--- src/rtl/core/brpd_pkg.sv ---
`timescale 1ns / 1ps
// ----------------------------------------------------------------------------
// brpd_pkg
// shared types and constants of the bilevel row prefix decoder
// ----------------------------------------------------------------------------
package brpd_pkg;

    localparam int unsigned WIDTH_W        = 16;
    localparam logic [WIDTH_W-1:0] PPR_RESET = 16'd640;
    localparam int unsigned IN_DEPTH_DEF   = 2;
    localparam int unsigned OUT_DEPTH_DEF  = 2;

    localparam logic [WIDTH_W-1:0] RUN_LONG  = 16'd4;
    localparam logic [WIDTH_W-1:0] RUN_SHORT = 16'd1;

    localparam logic [1:0] STATUS_OK     = 2'd0;
    localparam logic [1:0] STATUS_SHORT  = 2'd1;
    localparam logic [1:0] STATUS_EXCESS = 2'd2;

    localparam logic COLOR_WHITE = 1'b0;
    localparam logic COLOR_BLACK = 1'b1;

    typedef struct packed {
        logic [7:0] code_byte;
        logic       row_last;
        logic       row_empty;
    } in_t;

    typedef struct packed {
        logic               pixel_black;
        logic [WIDTH_W-1:0] run_length;
        logic               row_end;
        logic [1:0]         row_status;
    } res_t;

    typedef enum logic {
        CMD_CODED,
        CMD_EMPTY
    } cmd_kind_t;

    typedef struct packed {
        cmd_kind_t  kind;
        logic [7:0] code_byte;
        logic       row_last;
    } cmd_t;

    typedef enum logic [1:0] {
        BK_IDLE,
        BK_BITS,
        BK_FILL,
        BK_MARK
    } bk_state_t;

endpackage

--- src/rtl/core/brpd_fifo.sv ---
`timescale 1ns / 1ps
// ----------------------------------------------------------------------------
// brpd_fifo
// small register queue, first word falls through to the read port
// ----------------------------------------------------------------------------
module brpd_fifo #(
    parameter int unsigned WIDTH = 8,
    parameter int unsigned DEPTH = 2
) (
    input  logic             clk,
    input  logic             rst_n,
    input  logic             push,
    input  logic [WIDTH-1:0] wr_data,
    output logic             full,
    input  logic             pop,
    output logic [WIDTH-1:0] rd_data,
    output logic             empty
);

    localparam int unsigned PTR_W = (DEPTH > 1) ? $clog2(DEPTH) : 1;
    localparam int unsigned CNT_W = $clog2(DEPTH + 1);
    localparam logic [PTR_W-1:0] PTR_LAST = PTR_W'(DEPTH - 1);
    localparam logic [CNT_W-1:0] CNT_MAX  = CNT_W'(DEPTH);

    logic [WIDTH-1:0] mem_reg [DEPTH];
    logic [PTR_W-1:0] wr_ptr_reg, wr_ptr_next;
    logic [PTR_W-1:0] rd_ptr_reg, rd_ptr_next;
    logic [CNT_W-1:0] cnt_reg, cnt_next;
    logic             do_push, do_pop;

    assign full    = (cnt_reg == CNT_MAX);
    assign empty   = (cnt_reg == '0);
    assign do_push = push && !full;
    assign do_pop  = pop && !empty;
    assign rd_data = mem_reg[rd_ptr_reg];

    always_comb
    begin
        wr_ptr_next = wr_ptr_reg;
        rd_ptr_next = rd_ptr_reg;
        cnt_next    = cnt_reg;
        if (do_push)
        begin
            wr_ptr_next = (wr_ptr_reg == PTR_LAST) ? '0 : wr_ptr_reg + 1'b1;
        end
        if (do_pop)
        begin
            rd_ptr_next = (rd_ptr_reg == PTR_LAST) ? '0 : rd_ptr_reg + 1'b1;
        end
        if (do_push && !do_pop)
        begin
            cnt_next = cnt_reg + 1'b1;
        end
        else if (do_pop && !do_push)
        begin
            cnt_next = cnt_reg - 1'b1;
        end
    end

    always_ff @(posedge clk or negedge rst_n)
    begin
        if (!rst_n)
        begin
            wr_ptr_reg <= '0;
            rd_ptr_reg <= '0;
            cnt_reg    <= '0;
        end
        else
        begin
            wr_ptr_reg <= wr_ptr_next;
            rd_ptr_reg <= rd_ptr_next;
            cnt_reg    <= cnt_next;
        end
    end

    always_ff @(posedge clk)
    begin
        if (do_push)
        begin
            mem_reg[wr_ptr_reg] <= wr_data;
        end
    end

endmodule

--- src/rtl/core/brpd_front.sv ---
`timescale 1ns / 1ps
// ----------------------------------------------------------------------------
// brpd_front
// accepts input words, classifies them and queues them as commands
// ----------------------------------------------------------------------------
module brpd_front
    import brpd_pkg::*;
#(
    parameter int unsigned DEPTH = IN_DEPTH_DEF
) (
    input  logic clk,
    input  logic rst_n,
    input  logic push,
    input  in_t  in_word,
    output logic full,
    input  logic cmd_pop,
    output cmd_t cmd,
    output logic cmd_valid
);

    cmd_t       cmd_in;
    logic       q_empty;
    logic [$bits(cmd_t)-1:0] q_rd;

    // empty row marks the byte as don't care
    always_comb
    begin
        cmd_in.kind      = in_word.row_empty ? CMD_EMPTY : CMD_CODED;
        cmd_in.code_byte = in_word.code_byte;
        cmd_in.row_last  = in_word.row_last;
    end

    brpd_fifo #(
        .WIDTH ($bits(cmd_t)),
        .DEPTH (DEPTH)
    ) u_cmd_q (
        .clk     (clk),
        .rst_n   (rst_n),
        .push    (push),
        .wr_data (cmd_in),
        .full    (full),
        .pop     (cmd_pop),
        .rd_data (q_rd),
        .empty   (q_empty)
    );

    assign cmd       = cmd_t'(q_rd);
    assign cmd_valid = !q_empty;

endmodule

--- src/rtl/core/brpd_back.sv ---
`timescale 1ns / 1ps
// ----------------------------------------------------------------------------
// brpd_back
// bit-serial prefix decoder, one code bit per cycle while the result queue has room, emits runs and markers
// ----------------------------------------------------------------------------
module brpd_back
    import brpd_pkg::*;
(
    input  logic               clk,
    input  logic               rst_n,
    input  logic [WIDTH_W-1:0] pixels_per_row,
    input  cmd_t               cmd,
    input  logic               cmd_valid,
    output logic               cmd_pop,
    output res_t               res,
    output logic               res_push,
    input  logic               res_full
);

    bk_state_t          state_reg, state_next;
    logic [7:0]         byte_reg, byte_next;
    logic [2:0]         bit_cnt_reg, bit_cnt_next;
    logic               last_reg, last_next;
    logic [1:0]         plen_reg, plen_next;
    logic [WIDTH_W-1:0] emitted_reg, emitted_next;
    logic               full_reg, full_next;
    logic               excess_reg, excess_next;

    logic               cur_bit;
    logic               emit;
    logic               run_color;
    logic [WIDTH_W-1:0] run_want;
    logic [WIDTH_W:0]   room;
    logic [WIDTH_W-1:0] run_len;
    logic [WIDTH_W-1:0] emitted_add;
    logic               full_now;
    logic [1:0]         status;

    assign cur_bit  = byte_reg[0];
    assign room     = {1'b0, pixels_per_row} - {1'b0, emitted_reg};
    assign full_now = full_reg || (emitted_reg >= pixels_per_row);

    // clip against remaining width
    assign run_len     = (room < {1'b0, run_want}) ? room[WIDTH_W-1:0] : run_want;
    assign emitted_add = emitted_reg + run_len;

    always_comb
    begin
        if (excess_reg)
        begin
            status = STATUS_EXCESS;
        end
        else if (emitted_reg < pixels_per_row)
        begin
            status = STATUS_SHORT;
        end
        else
        begin
            status = STATUS_OK;
        end
    end

    // code decode for the current bit
    always_comb
    begin
        emit      = 1'b0;
        run_color = COLOR_WHITE;
        run_want  = RUN_LONG;
        unique case (plen_reg)
            2'd0:
            begin
                emit      = !cur_bit;
                run_color = COLOR_WHITE;
                run_want  = RUN_LONG;
            end
            2'd1:
            begin
                emit      = !cur_bit;
                run_color = COLOR_BLACK;
                run_want  = RUN_LONG;
            end
            default:
            begin
                emit      = 1'b1;
                run_color = cur_bit;
                run_want  = RUN_SHORT;
            end
        endcase
    end

    always_comb
    begin
        state_next   = state_reg;
        byte_next    = byte_reg;
        bit_cnt_next = bit_cnt_reg;
        last_next    = last_reg;
        plen_next    = plen_reg;
        emitted_next = emitted_reg;
        full_next    = full_reg;
        excess_next  = excess_reg;
        cmd_pop      = 1'b0;
        res_push     = 1'b0;
        res          = '0;

        unique case (state_reg)
            BK_IDLE:
            begin
                if (cmd_valid)
                begin
                    cmd_pop = 1'b1;
                    if (cmd.kind == CMD_EMPTY)
                    begin
                        // abandon any row in progress
                        plen_next    = '0;
                        emitted_next = '0;
                        full_next    = 1'b0;
                        excess_next  = 1'b0;
                        state_next   = (pixels_per_row != '0) ? BK_FILL : BK_MARK;
                    end
                    else if (full_now)
                    begin
                        full_next   = 1'b1;
                        excess_next = 1'b1;
                        state_next  = cmd.row_last ? BK_MARK : BK_IDLE;
                    end
                    else
                    begin
                        byte_next    = cmd.code_byte;
                        bit_cnt_next = '0;
                        last_next    = cmd.row_last;
                        state_next   = BK_BITS;
                    end
                end
            end

            BK_FILL:
            begin
                if (!res_full)
                begin
                    res_push         = 1'b1;
                    res.pixel_black  = COLOR_WHITE;
                    res.run_length   = pixels_per_row;
                    emitted_next     = pixels_per_row;
                    full_next        = 1'b1;
                    state_next       = BK_MARK;
                end
            end

            BK_BITS:
            begin
                if (!(emit && res_full))
                begin
                    res_push        = emit;
                    res.pixel_black = run_color;
                    res.run_length  = run_len;
                    if (emit)
                    begin
                        emitted_next = emitted_add;
                        full_next    = (emitted_add >= pixels_per_row);
                        plen_next    = '0;
                    end
                    else
                    begin
                        plen_next = plen_reg + 2'd1;
                    end
                    byte_next    = {1'b0, byte_reg[7:1]};
                    bit_cnt_next = bit_cnt_reg + 3'd1;
                    if (full_next || (bit_cnt_reg == 3'd7))
                    begin
                        if (full_next)
                        begin
                            plen_next = '0;
                        end
                        state_next = last_reg ? BK_MARK : BK_IDLE;
                    end
                end
            end

            BK_MARK:
            begin
                if (!res_full)
                begin
                    res_push       = 1'b1;
                    res.row_end    = 1'b1;
                    res.row_status = status;
                    plen_next      = '0;
                    emitted_next   = '0;
                    full_next      = 1'b0;
                    excess_next    = 1'b0;
                    state_next     = BK_IDLE;
                end
            end

            default:
            begin
                state_next = BK_IDLE;
            end
        endcase
    end

    always_ff @(posedge clk or negedge rst_n)
    begin
        if (!rst_n)
        begin
            state_reg   <= BK_IDLE;
            plen_reg    <= '0;
            emitted_reg <= '0;
            full_reg    <= 1'b0;
            excess_reg  <= 1'b0;
            last_reg    <= 1'b0;
            bit_cnt_reg <= '0;
        end
        else
        begin
            state_reg   <= state_next;
            plen_reg    <= plen_next;
            emitted_reg <= emitted_next;
            full_reg    <= full_next;
            excess_reg  <= excess_next;
            last_reg    <= last_next;
            bit_cnt_reg <= bit_cnt_next;
        end
    end

    always_ff @(posedge clk)
    begin
        byte_reg <= byte_next;
    end

endmodule

--- src/rtl/core/bilevel_row_prefix_decoder_core.sv ---
`timescale 1ns / 1ps
// ----------------------------------------------------------------------------
// bilevel_row_prefix_decoder_core
// decodes prefix-coded bilevel rows into color runs with an end-of-row marker
// ----------------------------------------------------------------------------
// Each coded byte is pushed as one word and read lsb first as a prefix code
// (0: 4 white, 10: 4 black, 110: 1 white, 111: 1 black); every finished code
// pops out as one run word, clipped at pixels_per_row, and the last byte of a
// row (or an empty-row word, after a white run of the whole nonzero width)
// adds a marker word with status ok, short or excess. The bit-serial engine
// takes a coded byte when idle and decodes one bit per cycle while the result
// queue has room, until the byte ends or the row fills, then sends any marker.
// Input and result queues decouple both sides, so words keep coming in while
// runs wait to be popped, until the input queue fills. pixels_per_row resets
// to 640 and should only be written while the block has gone quiet.
// ----------------------------------------------------------------------------
module bilevel_row_prefix_decoder_core
    import brpd_pkg::*;
#(
    parameter int unsigned IN_DEPTH  = IN_DEPTH_DEF,
    parameter int unsigned OUT_DEPTH = OUT_DEPTH_DEF
) (
    input  logic               clk,
    input  logic               rst_n,
    // input word queue side
    input  logic               push,
    input  in_t                in_word,
    output logic               full,
    // result word queue side
    input  logic               pop,
    output res_t               out_word,
    output logic               empty,
    // width register write
    input  logic               cfg_valid,
    output logic               cfg_ready,
    input  logic [WIDTH_W-1:0] cfg_data
);

    logic [WIDTH_W-1:0] ppr_reg;

    cmd_t  cmd;
    logic  cmd_valid;
    logic  cmd_pop;
    res_t  res;
    logic  res_push;
    logic  res_full;
    logic [$bits(res_t)-1:0] out_raw;

    // width register, always writable
    assign cfg_ready = 1'b1;

    always_ff @(posedge clk or negedge rst_n)
    begin
        if (!rst_n)
        begin
            ppr_reg <= PPR_RESET;
        end
        else if (cfg_valid && cfg_ready)
        begin
            ppr_reg <= cfg_data;
        end
    end

    // front: accept and classify
    brpd_front #(
        .DEPTH (IN_DEPTH)
    ) u_front (
        .clk       (clk),
        .rst_n     (rst_n),
        .push      (push),
        .in_word   (in_word),
        .full      (full),
        .cmd_pop   (cmd_pop),
        .cmd       (cmd),
        .cmd_valid (cmd_valid)
    );

    // back: bit-serial decode
    brpd_back u_back (
        .clk            (clk),
        .rst_n          (rst_n),
        .pixels_per_row (ppr_reg),
        .cmd            (cmd),
        .cmd_valid      (cmd_valid),
        .cmd_pop        (cmd_pop),
        .res            (res),
        .res_push       (res_push),
        .res_full       (res_full)
    );

    // result queue, head word is presented on out_word
    brpd_fifo #(
        .WIDTH ($bits(res_t)),
        .DEPTH (OUT_DEPTH)
    ) u_res_q (
        .clk     (clk),
        .rst_n   (rst_n),
        .push    (res_push),
        .wr_data (res),
        .full    (res_full),
        .pop     (pop),
        .rd_data (out_raw),
        .empty   (empty)
    );

    assign out_word = res_t'(out_raw);

endmodule
--- config.mk ---
export PLATFORM = sky130hd
export DESIGN_NAME = bilevel_row_prefix_decoder_core
export DESIGN_NICKNAME = d
export VERILOG_FILES = /design/src/rtl/core/brpd_pkg.sv /design/src/rtl/core/brpd_fifo.sv /design/src/rtl/core/brpd_front.sv /design/src/rtl/core/brpd_back.sv /design/src/rtl/core/bilevel_row_prefix_decoder_core.sv
export SDC_FILE = /design/constraint.sdc
export NUM_CORES = 1
export LEC_CHECK = 0
export BUFFER_PORTS_ARGS = -buffer_cell sky130_fd_sc_hd__buf_2
export CORE_MARGIN = 1
export CORE_UTILIZATION = 65
export DETAILED_ROUTE_END_ITERATION = 7
export PLACE_DENSITY = 0.95
export RECOVER_POWER = 100
export SYNTH_ARGS = -nofsm -noshare
export SYNTH_HDL_FRONTEND = slang
export SYNTH_HIERARCHICAL = 1
export SYNTH_SLANG_ARGS = --single-unit
--- constraint.sdc ---
create_clock -name clk -period 17.47 [get_ports clk]
set_input_delay 3.494 -clock clk [delete_from_list [all_inputs] [get_ports clk]]
set_output_delay 3.494 -clock clk [all_outputs]
set_load 0.1 [all_outputs]
==> run summary <==
Initial antenna violation count: 0
# nets final: 818
P&R area growth vs syn: 11.7%
Seq cells post-synth: 118
Antenna viol nets, final: 0
Critical Path Stages: 30
Share of cells above drive strength 1: 0.111
HP Class: reg -> reg
Status: complete, but fails checks
Clock-pin slew on the worst setup and hold paths: 60 ps
Largest family of logic cells by synthesized area: compound AO/OA/AOI/OAI gates
Worst Clk Skew: 9.35 ps
H-tree depth: 4
# Max-Cap Violations: 1
Syn Inst Count: 661
Worst setup EP type: flop
Simple-gate share of the synthesized area: 0.125
IO Port Bufs: 52
Final hold vios: 0
DRC violations left: 3
Post-CTS Resized: 0
Worst path bufs/invs: 2
Clk buf depth: 2
Crit path max-delay family: simple AND/OR/NAND/NOR gates
DIE WIDTH: 108 µm
Crit start category: flop
Die Ht: 108 µm
Synthesized area: 7230 µm²
Synthesized area per cell: 10.9 µm²
Initial Util: 0.667
FF-to-FF path depth: 30
Failing checks: design-rule violations, max-capacitance violations, max-slew violations
RSZ-0062 raised after global routing: no
GR Overflow Total: 0
Mux cell area share after synthesis: 0.102
GR Util All Layers: 0.338
Fraction of registers with async set/reset: 0.424
Final setup fails: 0
CTS Buf Count: 17
Yosys warning total: 6
Fin. max-slew vios: 51
Relative slew slack: -0.963
Post-CTS setup buffers: 0
WL per Instance: 21.0 µm
Slew of the pin with the lowest slew margin: 2940 ps
Yosys cell types: 68
Routed WL: 18500 µm
Hold path cells: 1
Iteration-0 DRC Markers: 639
Vias: 5769
Worst EP arrival: 8340 ps
Routability Congestion: 0.973
Synth Area in Adders: 0.106
Fin Setup TNS: 0 ps
XOR/XNOR share of the synthesized area: 0.0339
Number of synthesized flops with an enable pin: 68
Critical-path top delay cell: nor4b_1
Routed vias/inst: 6.56
Clk_lat worst skew: 530 ps
Hold_buf cts: 0
Final period util: 0.454
Cell mode on critical path: ha_1
Router iterations before antenna repair: 8
CTS Sinks: 118
Highest clock rate: 126 MHz
Total die area: 11600 µm²
Largest net degree at the start of global routing: 51
Row cnt: 38
CTS Root Cell: clkbuf_8
Min Tclk post-route: 7930 ps
Diodes inserted: 0
WP data required: 17880 ps
Io pins: 54
Hpwl dp: 12700 µm
Sequential fraction of the synthesis area: 0.456
Compound-Gate Fraction of Synth Area: 0.131
Maximum net fanout on the critical path: 6
Top FF cell, synth: edfxtp_1
CTS tree: yes
Largest register FFs: 40
Vias in the first global route: 5670
Critical Path Max Stage Delay: 570 ps
Total core area: 10800 µm²
Critical path type: reg -> reg
First-pass GRT wire length: 29100 µm
==> metal layers <==
| layer | track usage | part of all wire | up-vias |
|---|---|---|---|
| li1 | - | - | 2549 |
| met1 | 0.430 | 0.39 | 2742 |
| met2 | 0.524 | 0.46 | 408 |
| met3 | 0.0854 | 0.097 | 70 |
| met4 | 0.198 | 0.049 | 0 |
| met5 | 0 | 0 | - |
==> path summary, 6_finish.rpt <==
| path | start | end | slack (ps) |
|---|---|---|---|
| worst max-delay path | ppr_reg[0] | u_back/state_reg[1] | 9540 |
| worst min-delay path | u_front/u_cmd_q/wr_ptr_reg | u_front/u_cmd_q/wr_ptr_reg | 500 |
| worst max register to register | ppr_reg[0] | u_back/state_reg[1] | 9540 |
| worst min register to register | u_front/u_cmd_q/wr_ptr_reg | u_front/u_cmd_q/wr_ptr_reg | 500 |
| max in group asynchronous | rst_n | ppr_reg[3] | 11780 |
| min in group asynchronous | rst_n | ppr_reg[8] | 4010 |
==> through the flow <==
stage / cell area (µm²) / setup WS, ps / util / cells / hold WS, ps
global route: 8080 / 8900 / 0.746 / 880 / 542
CTS: 8180 / 9950 / 0.755 / 880 / 507
finish: 8080 / 9540 / 0.746 / 880 / 503
floorplan: 7270 / 10660 / - / 671 / 459
global placement: 7620 / 10210 / 0.703 / 848 / 477
detailed placement: 7620 / 10020 / 0.703 / 848 / 486
==> cell usage in the layout, fill, tap and decap left out, drive strengths merged, types with 6 or more instances in the layout <==
cell type and instances:
a22oi 8, xnor2 20, nand2 34, a221oi 8, a21o 8, nor4 7
inv 66, o22ai 11, ha 58, clkbuf 46, nor2b 13, nor2 42
a211oi 8, conb 12, dfrtp 48, mux2i 6, and2 19, xor2 8
nand2b 8, edfxtp 68, nand3 12, buf 26, a21oi 30, mux2 57
o21ai 25, nor3 10
==> worst register-to-register path: cells and delay by family (launching register included) <==
kind,cells,cell delay (ps)
and+or+nand+nor,8,2440
AOI/OAI and AO/OA,10,2060
adders and majority gates,6,1740
muxes,2,690
DFF,1,420
xor gates and xnor gates,2,360
buffers and inverters,2,130
==> Yosys cell counts, drive strengths merged, types with 3 or more instances <==
| library cell | n | area (µm²) |
|---|---|---|
| mux2i | 6 | 60.1 |
| dfrtp | 48 | 1200 |
| a21oi | 30 | 150 |
| inv | 59 | 221 |
| and2 | 19 | 119 |
| nand2b | 8 | 50.1 |
| o21bai | 4 | 30.0 |
| o21ai | 25 | 125 |
| nand2 | 34 | 130 |
| o21a | 5 | 37.5 |
| clkbuf | 11 | 41.3 |
| a211oi | 8 | 60.1 |
| ha | 58 | 726 |
| nor3b | 4 | 30.0 |
| a21o | 8 | 61.3 |
| a31oi | 5 | 31.3 |
| or4 | 4 | 33.8 |
| a22oi | 8 | 60.1 |
| a221oi | 8 | 70.1 |
| nor3 | 10 | 50.1 |
| xor2 | 8 | 70.1 |
| buf | 7 | 65.1 |
| and3 | 3 | 18.8 |
| o31ai | 5 | 37.5 |
| o22ai | 11 | 68.8 |
| nand3 | 12 | 60.1 |
| nand4 | 5 | 31.3 |
| xnor2 | 20 | 175 |
| nor2b | 13 | 81.3 |
| nor4 | 7 | 43.8 |
| or2 | 3 | 18.8 |
| mux2 | 57 | 679 |
| edfxtp | 68 | 2040 |
| o211ai | 4 | 30.0 |
| nor2 | 42 | 158 |
==> cells by family (layout without fill, tap and decap cells) <==
kind of cell | count (synthesis) | in the layout
AO/OA/AOI/OAI | 141 | 141
XOR/XNOR | 28 | 28
adder cells (fa/ha/maj) | 60 | 60
buffers and inverters | 77 | 146
flip-flops | 118 | 118
multiplexers | 63 | 63
other | 2 | 12
AND/OR/NAND/NOR | 172 | 172
==> cell type report <==
class / count / area, µm²
Clock buffer: 17 / 414
Clock inverter: 15 / 143
Fill cell: 709 / 2760
Inverter: 59 / 221
Multi-Input combinational cell: 476 / 3590
Sequential cell: 118 / 3300
Tap cell: 140 / 175
Timing Repair Buffer: 55 / 241
Power is left out: the tool's default activity adds up to more than one toggle a clock period on the data nets, which glitch-free logic cannot reach.
